===== src/hdl/i2cm_pkg.sv =====
// i2cm_pkg: shared types and codes of the I2C master register controller.
// No dependencies; compiled before the interfaces and the top level.
`default_nettype none

package i2cm_pkg;

  // register width of the data, control and status registers
  localparam int unsigned RegW  = 8;
  localparam int unsigned BaudW = 7;

  typedef enum logic [1:0] {
    OP_WRITE = 2'd0,
    OP_READ  = 2'd1,
    OP_DONE  = 2'd2,
    OP_NONE  = 2'd3
  } op_t;

  // register offsets divided by four
  localparam logic [2:0] IDX_DATA  = 3'd1;
  localparam logic [2:0] IDX_CTRL  = 3'd2;
  localparam logic [2:0] IDX_STAT  = 3'd3;
  localparam logic [2:0] IDX_SRST  = 3'd7;

  // control register bit positions
  localparam int unsigned CTL_ACK   = 2;
  localparam int unsigned CTL_IFLG  = 3;
  localparam int unsigned CTL_STOP  = 4;
  localparam int unsigned CTL_START = 5;

  // status codes
  localparam logic [RegW-1:0] ST_START   = 8'h08;
  localparam logic [RegW-1:0] ST_RSTART  = 8'h10;
  localparam logic [RegW-1:0] ST_ADDR_W  = 8'h18;
  localparam logic [RegW-1:0] ST_ADDR_WN = 8'h20;
  localparam logic [RegW-1:0] ST_DATA_W  = 8'h28;
  localparam logic [RegW-1:0] ST_DATA_WN = 8'h30;
  localparam logic [RegW-1:0] ST_ADDR_R  = 8'h40;
  localparam logic [RegW-1:0] ST_ADDR_RN = 8'h48;
  localparam logic [RegW-1:0] ST_DATA_R  = 8'h50;
  localparam logic [RegW-1:0] ST_DATA_RN = 8'h58;
  localparam logic [RegW-1:0] ST_IDLE    = 8'hF8;

  typedef enum logic [2:0] {
    PH_IDLE   = 3'd0,
    PH_START  = 3'd1,
    PH_RSTART = 3'd2,
    PH_ADDR   = 3'd3,
    PH_SEND   = 3'd4,
    PH_RACK   = 3'd5,
    PH_RNACK  = 3'd6
  } phase_t;

  typedef enum logic [2:0] {
    ACT_NONE  = 3'd0,
    ACT_START = 3'd1,
    ACT_SEND  = 3'd2,
    ACT_RACK  = 3'd3,
    ACT_RNACK = 3'd4,
    ACT_STOP  = 3'd5
  } act_t;

endpackage : i2cm_pkg

`default_nettype wire


===== src/hdl/i2cm_if.sv =====
// i2cm_if: valid/ready channel interfaces of the I2C master register controller.
// Depends on i2cm_pkg for the field widths.
`default_nettype none

interface i2cm_in_if;
  import i2cm_pkg::*;
  logic            valid;
  logic            ready;
  logic [1:0]      op;
  logic [2:0]      reg_index;
  logic [RegW-1:0] write_data;
  logic            slave_ack;
  logic [RegW-1:0] slave_byte;

  modport source (output valid, op, reg_index, write_data, slave_ack, slave_byte,
                  input ready);
  modport sink   (input valid, op, reg_index, write_data, slave_ack, slave_byte,
                  output ready);
endinterface : i2cm_in_if

interface i2cm_out_if;
  import i2cm_pkg::*;
  logic            valid;
  logic            ready;
  logic [RegW-1:0] read_data;
  logic [2:0]      bus_action;
  logic [RegW-1:0] bus_byte;
  logic            irq_flag;

  modport source (output valid, read_data, bus_action, bus_byte, irq_flag,
                  input ready);
  modport sink   (input valid, read_data, bus_action, bus_byte, irq_flag,
                  output ready);
endinterface : i2cm_out_if

interface i2cm_cfg_if;
  import i2cm_pkg::*;
  logic             valid;
  logic             ready;
  logic [BaudW-1:0] baud_divider;

  modport source (output valid, baud_divider, input ready);
  modport sink   (input valid, baud_divider, output ready);
endinterface : i2cm_cfg_if

`default_nettype wire


===== src/hdl/i2c_master_register_controller.sv =====
// i2c_master_register_controller: master-only I2C controller at its register level.
// Depends on i2cm_pkg and the channel interfaces in i2cm_if.sv.
//
// Usage:
//  - in_ch carries one beat per register write (op 0), register read (op 1)
//    or bus phase completion (op 2, with slave_ack and slave_byte).
//  - out_ch returns exactly one beat per input beat: read_data for reads,
//    bus_action/bus_byte telling the bus engine what to do next, and the
//    interrupt flag as it stands after the beat.
//  - cfg_ch writes the SCL divider (M in bits 6..3, N in bits 2..0); it is
//    always ready and should be written only while the block is idle.
// Output: a result is registered and appears on out_ch in the cycle after its input beat.
// Throughput: one beat per cycle while out_ch.ready is high; the register state is
//   updated in the accept cycle so the next beat sees it right away.
// Stall: the output register holds its beat while out_ch.ready is low;
//   in_ch.ready is high whenever that register is empty or being drained,
//   so a new beat is taken in the same cycle the old one leaves.
// Reset (rst_n low, synchronous): control and data cleared, status 0xF8,
//   bus phase idle, divider zero, output register empty.
`default_nettype none

module i2c_master_register_controller
  import i2cm_pkg::*;
(
  input  wire        clk,
  input  wire        rst_n,
  i2cm_in_if.sink    in_ch,
  i2cm_out_if.source out_ch,
  i2cm_cfg_if.sink   cfg_ch
);

  // ---------------------------------------------------------------------
  // State
  // ---------------------------------------------------------------------
  logic [BaudW-1:0] baud_r;
  logic [RegW-1:0]  ctl_r, ctl_nxt;
  logic [RegW-1:0]  data_r, data_nxt;
  logic [RegW-1:0]  stat_r, stat_nxt;
  phase_t           phase_r, phase_nxt;
  logic             rdir_r, rdir_nxt;
  logic             busy_r, busy_nxt;

  // output register
  logic             out_valid_r;
  logic [RegW-1:0]  rd_r;
  act_t             act_r;
  logic [RegW-1:0]  byte_r;
  logic             irq_r;

  // per-beat results
  logic [RegW-1:0]  rd_c;
  act_t             act_c;
  logic [RegW-1:0]  byte_c;
  logic             in_acc;
  logic             old_iflg;
  op_t              op_c;

  assign in_ch.ready = ~out_valid_r | out_ch.ready;
  assign in_acc      = in_ch.valid & in_ch.ready;
  assign cfg_ch.ready = 1'b1;
  assign op_c        = op_t'(in_ch.op);
  assign old_iflg    = ctl_r[CTL_IFLG];

  // ---------------------------------------------------------------------
  // Next-state and result logic: one pass per accepted beat
  // ---------------------------------------------------------------------
  always_comb begin
    ctl_nxt   = ctl_r;
    data_nxt  = data_r;
    stat_nxt  = stat_r;
    phase_nxt = phase_r;
    rdir_nxt  = rdir_r;
    busy_nxt  = busy_r;
    rd_c      = '0;
    act_c     = ACT_NONE;
    byte_c    = '0;

    if (in_acc) begin
      unique case (op_c)
        OP_WRITE: begin
          if (in_ch.reg_index == IDX_DATA) begin
            data_nxt = in_ch.write_data;
          end else if (in_ch.reg_index == IDX_CTRL) begin
            // IFLG can only be cleared by software, never set
            ctl_nxt = in_ch.write_data;
            ctl_nxt[CTL_IFLG] = old_iflg & in_ch.write_data[CTL_IFLG];
            if (!busy_r && !ctl_nxt[CTL_IFLG]) begin
              priority if (ctl_nxt[CTL_STOP]) begin
                ctl_nxt[CTL_STOP] = 1'b0;
                if (phase_r != PH_IDLE) begin
                  phase_nxt = PH_IDLE;
                  stat_nxt  = ST_IDLE;
                  act_c     = ACT_STOP;
                end
              end else if (ctl_nxt[CTL_START]) begin
                ctl_nxt[CTL_START] = 1'b0;
                phase_nxt = (phase_r == PH_IDLE) ? PH_START : PH_RSTART;
                busy_nxt  = 1'b1;
                act_c     = ACT_START;
              end else if (old_iflg && phase_r != PH_IDLE) begin
                // byte phase released by clearing IFLG
                busy_nxt = 1'b1;
                if (phase_r == PH_START || phase_r == PH_RSTART) begin
                  rdir_nxt  = data_r[0];
                  phase_nxt = PH_ADDR;
                  act_c     = ACT_SEND;
                  byte_c    = data_r;
                end else if (rdir_r) begin
                  if (ctl_nxt[CTL_ACK]) begin
                    phase_nxt = PH_RACK;
                    act_c     = ACT_RACK;
                  end else begin
                    phase_nxt = PH_RNACK;
                    act_c     = ACT_RNACK;
                  end
                end else begin
                  phase_nxt = PH_SEND;
                  act_c     = ACT_SEND;
                  byte_c    = data_r;
                end
              end else begin
                // nothing to launch
              end
            end
          end else if (in_ch.reg_index == IDX_SRST) begin
            ctl_nxt   = '0;
            data_nxt  = '0;
            stat_nxt  = ST_IDLE;
            phase_nxt = PH_IDLE;
            rdir_nxt  = 1'b0;
            busy_nxt  = 1'b0;
          end
        end
        OP_READ: begin
          if (in_ch.reg_index == IDX_DATA) begin
            rd_c = data_r;
          end else if (in_ch.reg_index == IDX_CTRL) begin
            rd_c = ctl_r;
          end else if (in_ch.reg_index == IDX_STAT) begin
            rd_c = stat_r;
          end
        end
        OP_DONE: begin
          // completion with nothing in flight is dropped
          if (busy_r) begin
            busy_nxt          = 1'b0;
            ctl_nxt[CTL_IFLG] = 1'b1;
            unique case (phase_r)
              PH_START:  stat_nxt = ST_START;
              PH_RSTART: stat_nxt = ST_RSTART;
              PH_ADDR: begin
                if (rdir_r) stat_nxt = in_ch.slave_ack ? ST_ADDR_R : ST_ADDR_RN;
                else        stat_nxt = in_ch.slave_ack ? ST_ADDR_W : ST_ADDR_WN;
              end
              PH_SEND:   stat_nxt = in_ch.slave_ack ? ST_DATA_W : ST_DATA_WN;
              PH_RACK: begin
                data_nxt = in_ch.slave_byte;
                stat_nxt = ST_DATA_R;
              end
              PH_RNACK: begin
                data_nxt = in_ch.slave_byte;
                stat_nxt = ST_DATA_RN;
              end
              default: ;
            endcase
          end
        end
        default: ;
      endcase
    end
  end

  // ---------------------------------------------------------------------
  // Registers
  // ---------------------------------------------------------------------
  always_ff @(posedge clk) begin
    if (!rst_n) begin
      baud_r      <= '0;
      ctl_r       <= '0;
      data_r      <= '0;
      stat_r      <= ST_IDLE;
      phase_r     <= PH_IDLE;
      rdir_r      <= 1'b0;
      busy_r      <= 1'b0;
      out_valid_r <= 1'b0;
    end else begin
      if (cfg_ch.valid) begin
        baud_r <= cfg_ch.baud_divider;
      end
      ctl_r   <= ctl_nxt;
      data_r  <= data_nxt;
      stat_r  <= stat_nxt;
      phase_r <= phase_nxt;
      rdir_r  <= rdir_nxt;
      busy_r  <= busy_nxt;
      if (in_acc) begin
        out_valid_r <= 1'b1;
      end else if (out_ch.ready) begin
        out_valid_r <= 1'b0;
      end
    end
  end

  // result payload, loaded on accept only
  always_ff @(posedge clk) begin
    if (in_acc) begin
      rd_r   <= rd_c;
      act_r  <= act_c;
      byte_r <= byte_c;
      irq_r  <= ctl_nxt[CTL_IFLG];
    end
  end

  assign out_ch.valid      = out_valid_r;
  assign out_ch.read_data  = rd_r;
  assign out_ch.bus_action = act_r;
  assign out_ch.bus_byte   = byte_r;
  assign out_ch.irq_flag   = irq_r;

  // ---------------------------------------------------------------------
  // Assertions
  // ---------------------------------------------------------------------
  a_busy_not_idle: assert property (@(posedge clk) disable iff (!rst_n)
    busy_r |-> (phase_r != PH_IDLE))
    else $error("phase in flight while bus phase is idle");

  a_idle_status: assert property (@(posedge clk) disable iff (!rst_n)
    (phase_r == PH_IDLE) |-> (stat_r == ST_IDLE))
    else $error("idle bus phase with non-idle status");

  a_launch_busy: assert property (@(posedge clk) disable iff (!rst_n)
    (in_acc && (act_c == ACT_START || act_c == ACT_SEND ||
                act_c == ACT_RACK || act_c == ACT_RNACK)) |=> busy_r)
    else $error("bus phase launched without going busy");

  a_done_iflg: assert property (@(posedge clk) disable iff (!rst_n)
    (in_acc && op_c == OP_DONE && busy_r) |=> (ctl_r[CTL_IFLG] && !busy_r))
    else $error("completion did not raise IFLG");

  a_ready_when_empty: assert property (@(posedge clk) disable iff (!rst_n)
    !out_valid_r |-> in_ch.ready)
    else $error("input stalled with empty output register");

endmodule : i2c_master_register_controller

`default_nettype wire

===== src/flat_wrapper.sv =====
// flat-port wrapper written by rule: the top's interface ports become plain ports
module i2c_master_register_controller_flat import i2cm_pkg::*;
  (clk, rst_n, in_ch_valid, in_ch_op, in_ch_reg_index, in_ch_write_data, in_ch_slave_ack, in_ch_slave_byte, in_ch_ready, out_ch_valid, out_ch_read_data, out_ch_bus_action, out_ch_bus_byte, out_ch_irq_flag, out_ch_ready, cfg_ch_valid, cfg_ch_baud_divider, cfg_ch_ready);
  i2cm_in_if in_ch_i ();
  i2cm_out_if out_ch_i ();
  i2cm_cfg_if cfg_ch_i ();
  input  wire clk;
  input  wire rst_n;
  input wire logic [$bits(in_ch_i.valid)-1:0] in_ch_valid;
  input wire logic [$bits(in_ch_i.op)-1:0] in_ch_op;
  input wire logic [$bits(in_ch_i.reg_index)-1:0] in_ch_reg_index;
  input wire logic [$bits(in_ch_i.write_data)-1:0] in_ch_write_data;
  input wire logic [$bits(in_ch_i.slave_ack)-1:0] in_ch_slave_ack;
  input wire logic [$bits(in_ch_i.slave_byte)-1:0] in_ch_slave_byte;
  output wire logic [$bits(in_ch_i.ready)-1:0] in_ch_ready;
  output wire logic [$bits(out_ch_i.valid)-1:0] out_ch_valid;
  output wire logic [$bits(out_ch_i.read_data)-1:0] out_ch_read_data;
  output wire logic [$bits(out_ch_i.bus_action)-1:0] out_ch_bus_action;
  output wire logic [$bits(out_ch_i.bus_byte)-1:0] out_ch_bus_byte;
  output wire logic [$bits(out_ch_i.irq_flag)-1:0] out_ch_irq_flag;
  input wire logic [$bits(out_ch_i.ready)-1:0] out_ch_ready;
  input wire logic [$bits(cfg_ch_i.valid)-1:0] cfg_ch_valid;
  input wire logic [$bits(cfg_ch_i.baud_divider)-1:0] cfg_ch_baud_divider;
  output wire logic [$bits(cfg_ch_i.ready)-1:0] cfg_ch_ready;
  assign in_ch_i.valid = in_ch_valid;
  assign in_ch_i.op = in_ch_op;
  assign in_ch_i.reg_index = in_ch_reg_index;
  assign in_ch_i.write_data = in_ch_write_data;
  assign in_ch_i.slave_ack = in_ch_slave_ack;
  assign in_ch_i.slave_byte = in_ch_slave_byte;
  assign in_ch_ready = in_ch_i.ready;
  assign out_ch_valid = out_ch_i.valid;
  assign out_ch_read_data = out_ch_i.read_data;
  assign out_ch_bus_action = out_ch_i.bus_action;
  assign out_ch_bus_byte = out_ch_i.bus_byte;
  assign out_ch_irq_flag = out_ch_i.irq_flag;
  assign out_ch_i.ready = out_ch_ready;
  assign cfg_ch_i.valid = cfg_ch_valid;
  assign cfg_ch_i.baud_divider = cfg_ch_baud_divider;
  assign cfg_ch_ready = cfg_ch_i.ready;
  i2c_master_register_controller u_core (.clk(clk), .rst_n(rst_n), .in_ch(in_ch_i), .out_ch(out_ch_i), .cfg_ch(cfg_ch_i));
endmodule

===== config.mk =====
export PLATFORM = sky130hd
export DESIGN_NAME = i2c_master_register_controller_flat
export DESIGN_NICKNAME = d
export VERILOG_FILES = /design/src/hdl/i2cm_pkg.sv /design/src/hdl/i2cm_if.sv /design/src/hdl/i2c_master_register_controller.sv /design/src/flat_wrapper.sv
export SDC_FILE = /design/constraint.sdc
export NUM_CORES = 1
export LEC_CHECK = 0
export BUFFER_PORTS_ARGS = -buffer_cell sky130_fd_sc_hd__buf_2
export CORE_MARGIN = 2
export CORE_UTILIZATION = 52
export CTS_CLUSTER_SIZE = 28
export DETAILED_ROUTE_END_ITERATION = 10
export PLACE_DENSITY = 0.8
export SKIP_CTS_REPAIR_TIMING = 1
export SYNTH_ARGS = -nofsm -noshare
export SYNTH_HDL_FRONTEND = slang
export SYNTH_SLANG_ARGS = --single-unit

===== constraint.sdc =====
create_clock -name clk -period 5 [get_ports clk]
set_clock_uncertainty 0.2 [all_clocks]
set_input_delay 1.25 -clock clk [delete_from_list [all_inputs] [get_ports clk]]
set_output_delay 1.25 -clock clk [all_outputs]
set_load 0.03 [all_outputs]

# == Word level (Yosys, flattened, before mapping) ==
# Index checks and enable logic that the tools add are counted.
# op_classes
mux,67
n_mul,0
eq_ne,31
n_reduce_logical,20
n_div,0
bitwise,9
shifts,0
addsub,0
magnitude_cmp,0
# ops
operator,n
8-bit two-way mux,20
3-bit two-way mux,16
8-bit case mux with 6 select lines,1
8-bit case mux with 2 select lines,2
9-bit AND reduction,2
1-bit two-way mux,17
"3-bit != test, second input constant",5
"2-bit != test, second input constant",7
7-bit AND reduction,2
"3-bit by 2-bit equality test with 1-bit output, second input constant",4
"3-bit equality test, second input constant",4
4-bit two-way mux,3
2-bit two-way mux,4
"4-bit != test, second input constant",2
"7-bit by 5-bit != test with 1-bit output, second input constant",1
7-bit OR reduction,1
"3-bit by 1-bit equality test with 1-bit output, second input constant",2
6-bit two-way mux,1
"3-bit by 1-bit != test with 1-bit output, second input constant",2
1-bit inverter,6
6-bit AND reduction,1
2-bit nonzero test,3
5-bit two-way mux,1
1-bit case mux with 2 select lines,2
15 further kinds,18
# totals
romBits,0
input_bits,34
register_bits,50
latchBits,0
wordCells,139
mem_count,0
ramBits,0
output_inout_bits,23

# == Depth between registers and ports, before layout ==
# Gate-level depths: netlist (run 1).
# logic_depth
word_depth,9
mapped_depth,6
depth_no_buf,6

# == Worst setup path after synthesis (run 1) ==
# No wires, ideal clock.
# synth_path
path_type,input to output
start,in out_ch_ready
end,out in_ch_ready
slack_ns,1.924
arrival_ns,1.626
stages,2
path_cell_list,nor2b_2 > inv_1
# synth_between
elab_chain_cells,1
# synth_lines
element,line,source
from (decl),flat_wrapper.sv:21,input wire logic [$bits(out_ch_i.ready)-1:0] out_ch_ready;
1-bit bitwise OR,i2c_master_register_controller.sv:58,assign in_ch.ready = ~out_valid_r | out_ch.ready;
to (decl),flat_wrapper.sv:15,output wire logic [$bits(in_ch_i.ready)-1:0] in_ch_ready;
# No other way between the ends.

# == Final worst setup path (run 1) ==
# Ends and elaborated chain as after synthesis.

==> results of run 1 <==
[cells in the final DEF (no fill, tap or decap), types with 2 or more instances in the layout]
| cell type | instances |
|---|---|
| a41oi_1 | 3 |
| nand2b_1 | 6 |
| buf_4 | 2 |
| dfxtp_1 | 27 |
| clkbuf_8 | 6 |
| nor2b_1 | 5 |
| mux2i_1 | 15 |
| nor2_1 | 17 |
| ha_1 | 2 |
| or3_1 | 3 |
| a21o_1 | 3 |
| inv_1 | 10 |
| a22oi_1 | 9 |
| nand3_1 | 13 |
| a221o_1 | 2 |
| mux2_2 | 5 |
| nand2_1 | 28 |
| nor3_1 | 2 |
| a21oi_1 | 15 |
| buf_2 | 47 |
| o21ai_0 | 8 |
| nand4_1 | 3 |
| and2_1 | 18 |
| xnor2_1 | 2 |
| nor3b_1 | 8 |
| edfxtp_1 | 20 |
[layer usage]
metal / track usage, % / up-vias / part of all wire, %
met5: 0 / - / 0
met4: 9.36 / 0 / 2.4
met3: 5.16 / 14 / 9.2
met2: 35.5 / 126 / 47
met1: 32.0 / 1050 / 42
li1: - / 1067 / -
[stage by stage]
stage | cells | worst slack (ns) | cell area, um^2 | power (uW) | utilization, %
4_1_cts | 385 | 1.64 | 3030 | 821 | 60.0
6_report | 385 | 1.64 | 3030 | 818 | 60.0
3_3_place_gp | 377 | 1.66 | 2910 | 522 | 57.6
5_1_grt | 385 | 1.59 | 3030 | 844 | 60.0
2_1_floorplan | 278 | 1.92 | 2690 | 493 | -
3_5_place_dp | 377 | 1.59 | 2910 | 524 | 57.6
[cell type report]
cell class | count | area [um^2]
clock buffers | 6 | 82.6
clock inverters | 2 | 38.8
fillers | 419 | 2010
inverters | 10 | 37.5
multi-input cells | 201 | 1390
flip-flops and latches | 47 | 1140
well taps | 70 | 87.6
repair buffers | 49 | 250
[registers in the layout, summed over array words and instances (netlist names)]
name	flops
u_core.out_ch.irq_flag	1
u_core.out_ch.bus_action	3
u_core.rdir_r	1
u_core.ctl_r	8
u_core.busy_r	1
u_core.stat_r	5
u_core.out_ch.bus_byte	8
u_core.data_r	8
u_core.phase_r	3
u_core.out_ch.read_data	8
u_core.out_ch.valid	1
[worst register-to-register path, delay by kind of cell, from the launching register on]
family	cells	cell delay [ns]
AOI/OAI and AO/OA	1	0.14
xor gates and xnor gates	1	0.25
buffers and inverters	1	0.29
DFF	1	0.63
muxes	1	0.19
and+or+nand+nor	1	0.56
[power groups by stage]
| stage | sequential, uW | combinational, uW | clock (uW) |
|---|---|---|---|
| final | 412 | 105 | 302 |
| after global routing | 413 | 113 | 318 |
| after CTS | 412 | 104 | 305 |
| after detailed placement | 421 | 103 | 0 |
| after global placement | 420 | 102 | 0 |
| after floorplan | 438 | 55.1 | 0 |
[worst min-delay path by stage]
stage                     slack, ns                         start                           end
after floorplan                0.23  u_core.ctl_r[0]$_SDFFE_PN0P_  u_core.ctl_r[0]$_SDFFE_PN0P_
after global placement         0.24  u_core.ctl_r[7]$_SDFFE_PN0P_  u_core.ctl_r[7]$_SDFFE_PN0P_
after detailed placement       0.25  u_core.ctl_r[7]$_SDFFE_PN0P_  u_core.ctl_r[7]$_SDFFE_PN0P_
after CTS                      0.26  u_core.ctl_r[1]$_SDFFE_PN0P_  u_core.ctl_r[1]$_SDFFE_PN0P_
after global routing           0.28  u_core.ctl_r[7]$_SDFFE_PN0P_  u_core.ctl_r[7]$_SDFFE_PN0P_
final                          0.26  u_core.ctl_r[7]$_SDFFE_PN0P_  u_core.ctl_r[7]$_SDFFE_PN0P_
[cells by family (layout without fill, tap and decap cells)]
family                   Yosys count  count (layout)  share of synthesized area, %
other                              1               1                         0.140
adder cells (fa/ha/maj)            2               2                         0.932
XOR/XNOR                           3               3                          1.68
AO/OA/AOI/OAI                     55              55                          14.8
flip-flops                        47              47                          42.5
multiplexers                      21              21                          8.25
buffers and inverters             30              67                          5.82
AND/OR/NAND/NOR                  119             119                          25.9
==> reports/qor.yml, run 1 <==
status: "finished, final reports clean"
fp.dieArea_um2: 5750
die_w_um: 75.9
drcViolationCount: 0
cts_tree: "yes"
synth_seq_area_share_pct: 42.5
synthesis.nets: 314
wl_um: 6210
min_path_cells: 2
drt_iter0_markers: 159
setup_viol: 0
crit_path_end: "in_ch_ready"
syn_area_um2: 2690
switching_share_pct: 25.7
critPathMaxStageDelay_ns: 0.21
yosys.cell_types.count: 60
initial_core_util_pct: 53.3
wl_per_cell_um: 16.1
clkSlewWorstSetupHoldPaths_ns: 0.10
clkPwrFrac_pct: 36.9
p_leak_uw: 0.00114
vias_per_cell: 5.86
dr.pass1.iters: 5
cp_top_family: "buffers and inverters"
antenna_found_initial: 0
start_kind: "input pin"
grt_max_degree: 29
synth_cells: 278
grt_pass1_vias: 2128
critical_path_class: "input pin to primary output"
critPathCaptureType: "primary output"
finalHoldViolCount: 0
place_hpwl_um: 4350
drv_slew: 0
yosys_register_bits: 47
r2r-start: "u_core.phase_r[0]$_SDFFE_PN0P_"
cap_violations: 0
max_freq_mhz: 297
vdd_ir_drop_max_mv: 0.133
rsz0062_at_grt: "false"
area_growth_pct: 12.8
hold_class: "flop to flop"
worstPathCellList: "buf_2 -> nor2b_2 -> inv_1 -> buf_2"
n_antenna_cell: 0
rows: 26
io_pins: 57
fin_crit_ns: 3.36
critPathLaunch: "out_ch_ready"
cp.arrival_ns: 1.91
finalCritPeriodShare_pct: 67.3
root_buffer: "clkbuf_8"
cts_made_buffers: 5
grt_pass1_wl_um: 10100
critPathSlowestCell: "buf_2"
p_sw_uw: 210
gr-total-overflow: 0
finalSetupTns_ns: 0
cp_num_buf_inv: 3
yosys.area.top_type: "edfxtp_1"
ys_async_sr_fraction_pct: 0
synth-edff-count: 20
synth_area_leaders: "edfxtp_1 22%, dfxtp_1 20%, mux2i_1 5.6%"
p_seq_share_pct: 50.3
synth_common_cells: "28 x nand2_1, 27 x dfxtp_1, 20 x edfxtp_1"
ys.warnings.count: 0
clkSinkCount: 47
power_density_nw_per_um2: 270
cts_buffer_depth: 2
combPwrFrac_pct: 12.8
slew_headroom_pct: 29.3
ys.flop_type: "dfxtp_1"
yosys.cell_count.top_type: "nand2_1"
ant_nets: 0
vias: 2257
r2r.worst_path.cells: 5
cp_num_cells: 4
reg2reg_slack_ns: 2.67
layout.nets: 350
tightest_slew_ns: 1.06
die_y_um: 75.9
hold_ws_ns: 0.264
avgSynthCellArea_um2: 9.66
yosysTopAreaCellShare_pct: 22.4
path_common_cell: "buf_2"
required_ns: 3.55
core_um2: 5040
p_int_uw: 608
crit_fanout: 6
layout-drive-gt1-share_pct: 24.4
numPortBuffers: 47
clk_latency_ns: 0.31
track_usage_pct: 23.3
r2r_end: "u_core.data_r[4]$_SDFFE_PN0P_"
h-tree-depth: 2
gp_congestion: 0.925
No activity file was read; power rests on OpenSTA's default activity.
==> run 2, diff against run 1 <==
- CORE_UTILIZATION: 52 -> 49
- PLACE_DENSITY: 0.8 -> 0.79
- clock period: 5 -> 2.75 ns (I/O delays scaled with it)
==> reports/qor.yml, run 2 (synthesis gave the netlist of run 1 again) <==
status: "finished, final reports clean"  # unchanged
cts_made_buffers: 5  # unchanged
die_y_um: 78.0  # was 75.9 um
vias_per_cell: 5.86  # about the same
die_w_um: 78.0  # was 75.9 um
multi_input_area_um2: 1390  # unchanged
tightest_slew_ns: 0.608  # was 1.06 ns
met2WireLength_um: 3130  # was 2910 um
vias: 2296  # was 2257
p_leak_uw: 0.00115  # was 0.00114 uW
clkSlewWorstSetupHoldPaths_ns: 0.09  # was 0.10 ns
hold_class: "flop to flop"  # unchanged
vdd_ir_drop_max_mv: 0.260  # was 0.133 mV
rows: 26  # unchanged
max_freq_mhz: 446
drt-met1-wl_um: 2780  # was 2580 um
r2r_end: "u_core.out_ch.bus_byte[1]$_SDFFCE_PP0P_"  # was u_core.data_r[4]$_SDFFE_PN0P_
drv_slew: 0  # unchanged
fillers: 463  # was 419
hold_start: "u_core.ctl_r[1]$_SDFFE_PN0P_"  # was u_core.ctl_r[7]$_SDFFE_PN0P_
clk_latency_ns: 0.31  # about the same
wl_per_cell_um: 16.5  # was 16.1 um
required_ns: 2.75  # was 3.55 ns
place_hpwl_um: 4700  # was 4350 um
fin_crit_ns: 2.24
layout.nets: 357  # was 350
io_pins: 57  # unchanged
h-tree-depth: 2  # unchanged
min_to: "u_core.ctl_r[1]$_SDFFE_PN0P_"  # was u_core.ctl_r[7]$_SDFFE_PN0P_
track_usage_pct: 22.1  # was 23.3%
critPathSlowestCell: "nor3b_4"  # was buf_2
grt_max_degree: 20  # was 29
numPortBuffers: 47  # unchanged
ant_nets: 0  # unchanged
start_kind: "input pin"  # unchanged
grt_pass1_vias: 2161  # was 2128
fp.dieArea_um2: 6090  # was 5750 um^2
core_um2: 5200  # was 5040 um^2
wl_um: 6480  # was 6210 um
r2r-start: "u_core.phase_r[0]$_SDFFE_PN0P_"  # unchanged
drt_iter0_markers: 192  # was 159
power_density_nw_per_um2: 452  # was 270 nW/um^2
r2r.worst_path.cells: 5  # unchanged
gr-total-overflow: 0  # unchanged
power_uw: 1380  # was 818 uW
reg2reg_slack_ns: 0.63  # was 2.67 ns
cts_buffer_depth: 2  # unchanged
critPathMaxStageDelay_ns: 0.47  # was 0.21 ns
highest_layer: "met4"  # unchanged
cts_tree: "yes"  # unchanged
initial_core_util_pct: 51.6  # was 53.3%
layout_commonest_cell: "buf_2"  # unchanged
grt_pass1_wl_um: 10600  # was 10100 um
mostFrequentLayoutCells: "47 x buf_2, 28 x nand2_1, 27 x dfxtp_1"  # unchanged
root_buffer: "clkbuf_8"  # unchanged
finalHoldViolCount: 0  # unchanged
cap_violations: 0  # unchanged
gp_congestion: 0.939  # was 0.925
finalSetupTns_ns: 0  # unchanged
slew_headroom_pct: 59.4  # was 29.3%
critical_path_class: "input pin to flop"  # was input pin to primary output
crit_fanout: 13  # was 6
n_antenna_cell: 0  # unchanged
final-seq-area_um2: 1140  # unchanged
rsz0062_at_grt: "false"  # unchanged
finalCritPeriodShare_pct: 81.5
critPathCaptureType: "flop"  # was primary output
layout-drive-gt1-share_pct: 25.8  # was 24.4%
cp.arrival_ns: 2.24  # was 1.91 ns
antenna_found_initial: 0  # unchanged
clkSinkCount: 47  # unchanged
setup_viol: 0  # unchanged
worstPathCellList: "buf_2 -> nor3b_4 -> a221o_2 -> nand4_4 -> mux2_4"  # was buf_2 -> nor2b_2 -> inv_1 -> buf_2
dr.pass1.iters: 5  # unchanged
area_growth_pct: 13.4  # was 12.8%
drcViolationCount: 0  # unchanged
met3_length_um: 471  # was 568 um
min_path_cells: 2  # unchanged
-- run 2: cell types whose count changed in the layout (fill, tap and decap cells not counted) --
cell / change
bufinv_16: -1
inv_6: -1
clkbuf_1: +1
clkbuf_8: -1
buf_4: +7
clkinv_2: +1
clkinv_4: +1
-- run 2: worst max path at each step --
stage                            start                             to  slack, ns
floorplan                  in_ch_valid     u_core.busy_r$_SDFFE_PN0P_       0.32
global placement    in_ch_reg_index[1]  u_core.stat_r[6]$_SDFFE_PN1P_       0.24
detailed placement  in_ch_reg_index[1]  u_core.stat_r[6]$_SDFFE_PN1P_       0.24
CTS                       out_ch_ready                    in_ch_ready       0.51
global route              out_ch_ready                    in_ch_ready       0.44
finish              in_ch_reg_index[1]  u_core.stat_r[6]$_SDFFE_PN1P_       0.51
-- run 2: layer usage --
metal | vias to the layer above | GRT usage (%)
met5 | - | 0
met4 | 0 | 6.32
met3 | 10 | 4.25
met2 | 102 | 36.6
met1 | 1104 | 29.8
li1 | 1080 | -
-- run 2: worst max-delay path: cells and delay by family --
| family | cells | cell delay [ns] |
|---|---|---|
| AOI/OAI and AO/OA | 1 | 0.29 |
| buffers and inverters | 1 | 0.26 |
| and+or+nand+nor | 2 | 0.65 |
| muxes | 1 | 0.34 |
-- run 2: metrics by stage --
step | area, um^2 | hold WS (ns) | worst slack, ns | utilization, % | std cells
2_1_floorplan | 2690 | 0.232 | 0.321 | - | 278
3_3_place_gp | 2960 | 0.240 | 0.243 | 56.9 | 384
3_5_place_dp | 2960 | 0.249 | 0.241 | 56.9 | 384
4_1_cts | 3050 | 0.261 | 0.508 | 58.5 | 392
5_1_grt | 3050 | 0.283 | 0.436 | 58.5 | 392
6_report | 3050 | 0.259 | 0.509 | 58.5 | 392
-- run 2: area by class of cell --
cell class	instances	share of cell area (%)
inverter	10	1.23
clock inverter	2	0.452
sequential	47	37.5
timing repair buffer	56	9.94
tap	70	2.88
clock buffer	6	2.38
multi-input combinational	201	45.6
-- run 2: power breakdown --
| part | switching, uW | total (uW) | internal, uW | leakage [uW] |
|---|---|---|---|---|
| logic | 129 | 196 | 67.4 | 0.000688 |
| clock network | 250 | 430 | 180 | 0.0000452 |
| registers | 5.51 | 749 | 743 | 0.000420 |
| total | 385 | 1380 | 991 | 0.00115 |
==> run 3, diff against run 2 <==
- clock period: 2.75 -> 1.9 ns (I/O delays scaled with it)
==> reports/qor.yml, run 3 (synthesis gave the netlist of run 1 again) <==
drv_slew: 0  # unchanged
n_antenna_cell: 0  # unchanged
wl_um: 6960  # was 6480 um
die_y_um: 78.0  # unchanged
area_growth_pct: 27.5  # was 13.4%
root_buffer: "clkbuf_8"  # unchanged
die_w_um: 78.0  # unchanged
ant_nets: 0  # unchanged
start_kind: "flop"  # was input pin
slew_headroom_pct: 60.1  # was 59.4%
cts_made_buffers: 5  # unchanged
grt_pass1_wl_um: 11300  # was 10600 um
cts_tree: "yes"  # unchanged
numPortBuffers: 47  # unchanged
initial_core_util_pct: 51.6  # unchanged
fp.dieArea_um2: 6090  # unchanged
finalSetupTns_ns: 0  # unchanged
clkSlewWorstSetupHoldPaths_ns: 0.10  # was 0.09 ns
clk_latency_ns: 0.31  # about the same
vias: 2394  # was 2296
crit_fanout: 6  # was 13
gp_congestion: 0.929  # was 0.939
critical_path_class: "flop to flop"  # was input pin to flop
drcViolationCount: 0  # unchanged
gr-total-overflow: 0  # unchanged
dr.pass1.iters: 4  # was 5
setup_slack_ns: 0.0160  # was 0.509 ns
max_freq_mhz: 531
setup_viol: 0  # unchanged
fin_area_um2: 3420  # was 3050 um^2
wl_per_cell_um: 16.1  # was 16.5 um
required_ns: 1.92  # was 2.75 ns
post_dp_cell_area_um2: 3280  # was 2960 um^2
mostFrequentLayoutCells: "47 x buf_2, 45 x buf_4, 28 x nand2_1"  # was 47 x buf_2, 28 x nand2_1, 27 x dfxtp_1
finalHoldViolCount: 0  # unchanged
layout_commonest_cell: "buf_2"  # unchanged
place_hpwl_um: 5200  # was 4700 um
core_um2: 5200  # unchanged
cts_buffer_depth: 2  # unchanged
hold_class: "input pin to flop"  # was flop to flop
rows: 26  # unchanged
vdd_ir_drop_max_mv: 0.412  # was 0.260 mV
h-tree-depth: 2  # unchanged
io_pins: 57  # unchanged
finalCritPeriodShare_pct: 99.2
dpl_worst_slack_ns: -0.180  # was 0.241 ns
status: "finished, final reports clean"  # unchanged
hold_ws_ns: 0.225  # was 0.259 ns
grt_pass1_vias: 2354  # was 2161
vias_per_cell: 5.55  # was 5.86
layout-drive-gt1-share_pct: 36.3  # was 25.8%
power_density_nw_per_um2: 620  # was 452 nW/um^2
grt_max_degree: 21  # was 20
critPathCaptureType: "flop"  # unchanged
dp_cells: 423  # was 384
track_usage_pct: 23.8  # was 22.1%
drt_iter0_markers: 203  # was 192
p_leak_uw: 0.00137  # was 0.00115 uW
final_cells: 431  # was 392
cap_violations: 0  # unchanged
clkSinkCount: 47  # unchanged
layout.nets: 396  # was 357
fin_crit_ns: 1.88
antenna_found_initial: 0  # unchanged
tightest_slew_ns: 0.597  # was 0.608 ns
cp.arrival_ns: 1.90  # was 2.24 ns
## run 3: layout make-up
type                       instances  area, um^2
fill                             442        1780
inverter                          10        37.5
clock inverter                     2        15.0
sequential                        47        1140
clock buffer                       6        93.8
multi-input combinational        201        1420
tap                               70        87.6
timing repair buffer              95         624
## run 3: power by group
| group | internal [uW] | switching [uW] |
|---|---|---|
| clock | 345 | 363 |
| combinational | 136 | 198 |
| sequential | 1080 | 7.09 |
## run 3: per-stage QoR
step | util [%] | power (uW)
final | 65.8 | 2120
after global routing | 65.8 | 2190
after floorplan | - | 1300
after global placement | 63.0 | 1430
after detailed placement | 63.0 | 1430
after CTS | 65.0 | 2120
## run 3: path summary, 6_finish.rpt
| check | startpoint | end | slack [ns] | cells past startpoint |
|---|---|---|---|---|
| worst max-delay path | u_core.phase_r[0]$_SDFFE_PN0P_ | u_core.stat_r[7]$_SDFFE_PN1P_ | 0.02 | 6 |
| worst min-delay path | in_ch_write_data[0] | u_core.ctl_r[0]$_SDFFE_PN0P_ | 0.23 | 3 |
| worst max register to register | u_core.phase_r[0]$_SDFFE_PN0P_ | u_core.stat_r[7]$_SDFFE_PN1P_ | 0.02 | 6 |
| worst min register to register | u_core.ctl_r[0]$_SDFFE_PN0P_ | u_core.ctl_r[0]$_SDFFE_PN0P_ | 0.27 | 2 |
## run 3: layer usage
layer / global-route usage, % / share of wire, % / up-vias
li1: - / - / 1165
met1: 30.4 / 44 / 1119
met2: 40.3 / 48 / 90
met4: 9.30 / 2.5 / 0
met5: 0 / 0 / -
met3: 4.25 / 5.1 / 20
## run 3: worst max-delay path, stage by stage (launching register included)
cell,delay [ns]
dfxtp_1,0.33
buf_4,0.17
and3_1,0.20
o21ai_0,0.35
nand4_4,0.14
buf_4,0.20
a21bo_2,0.21
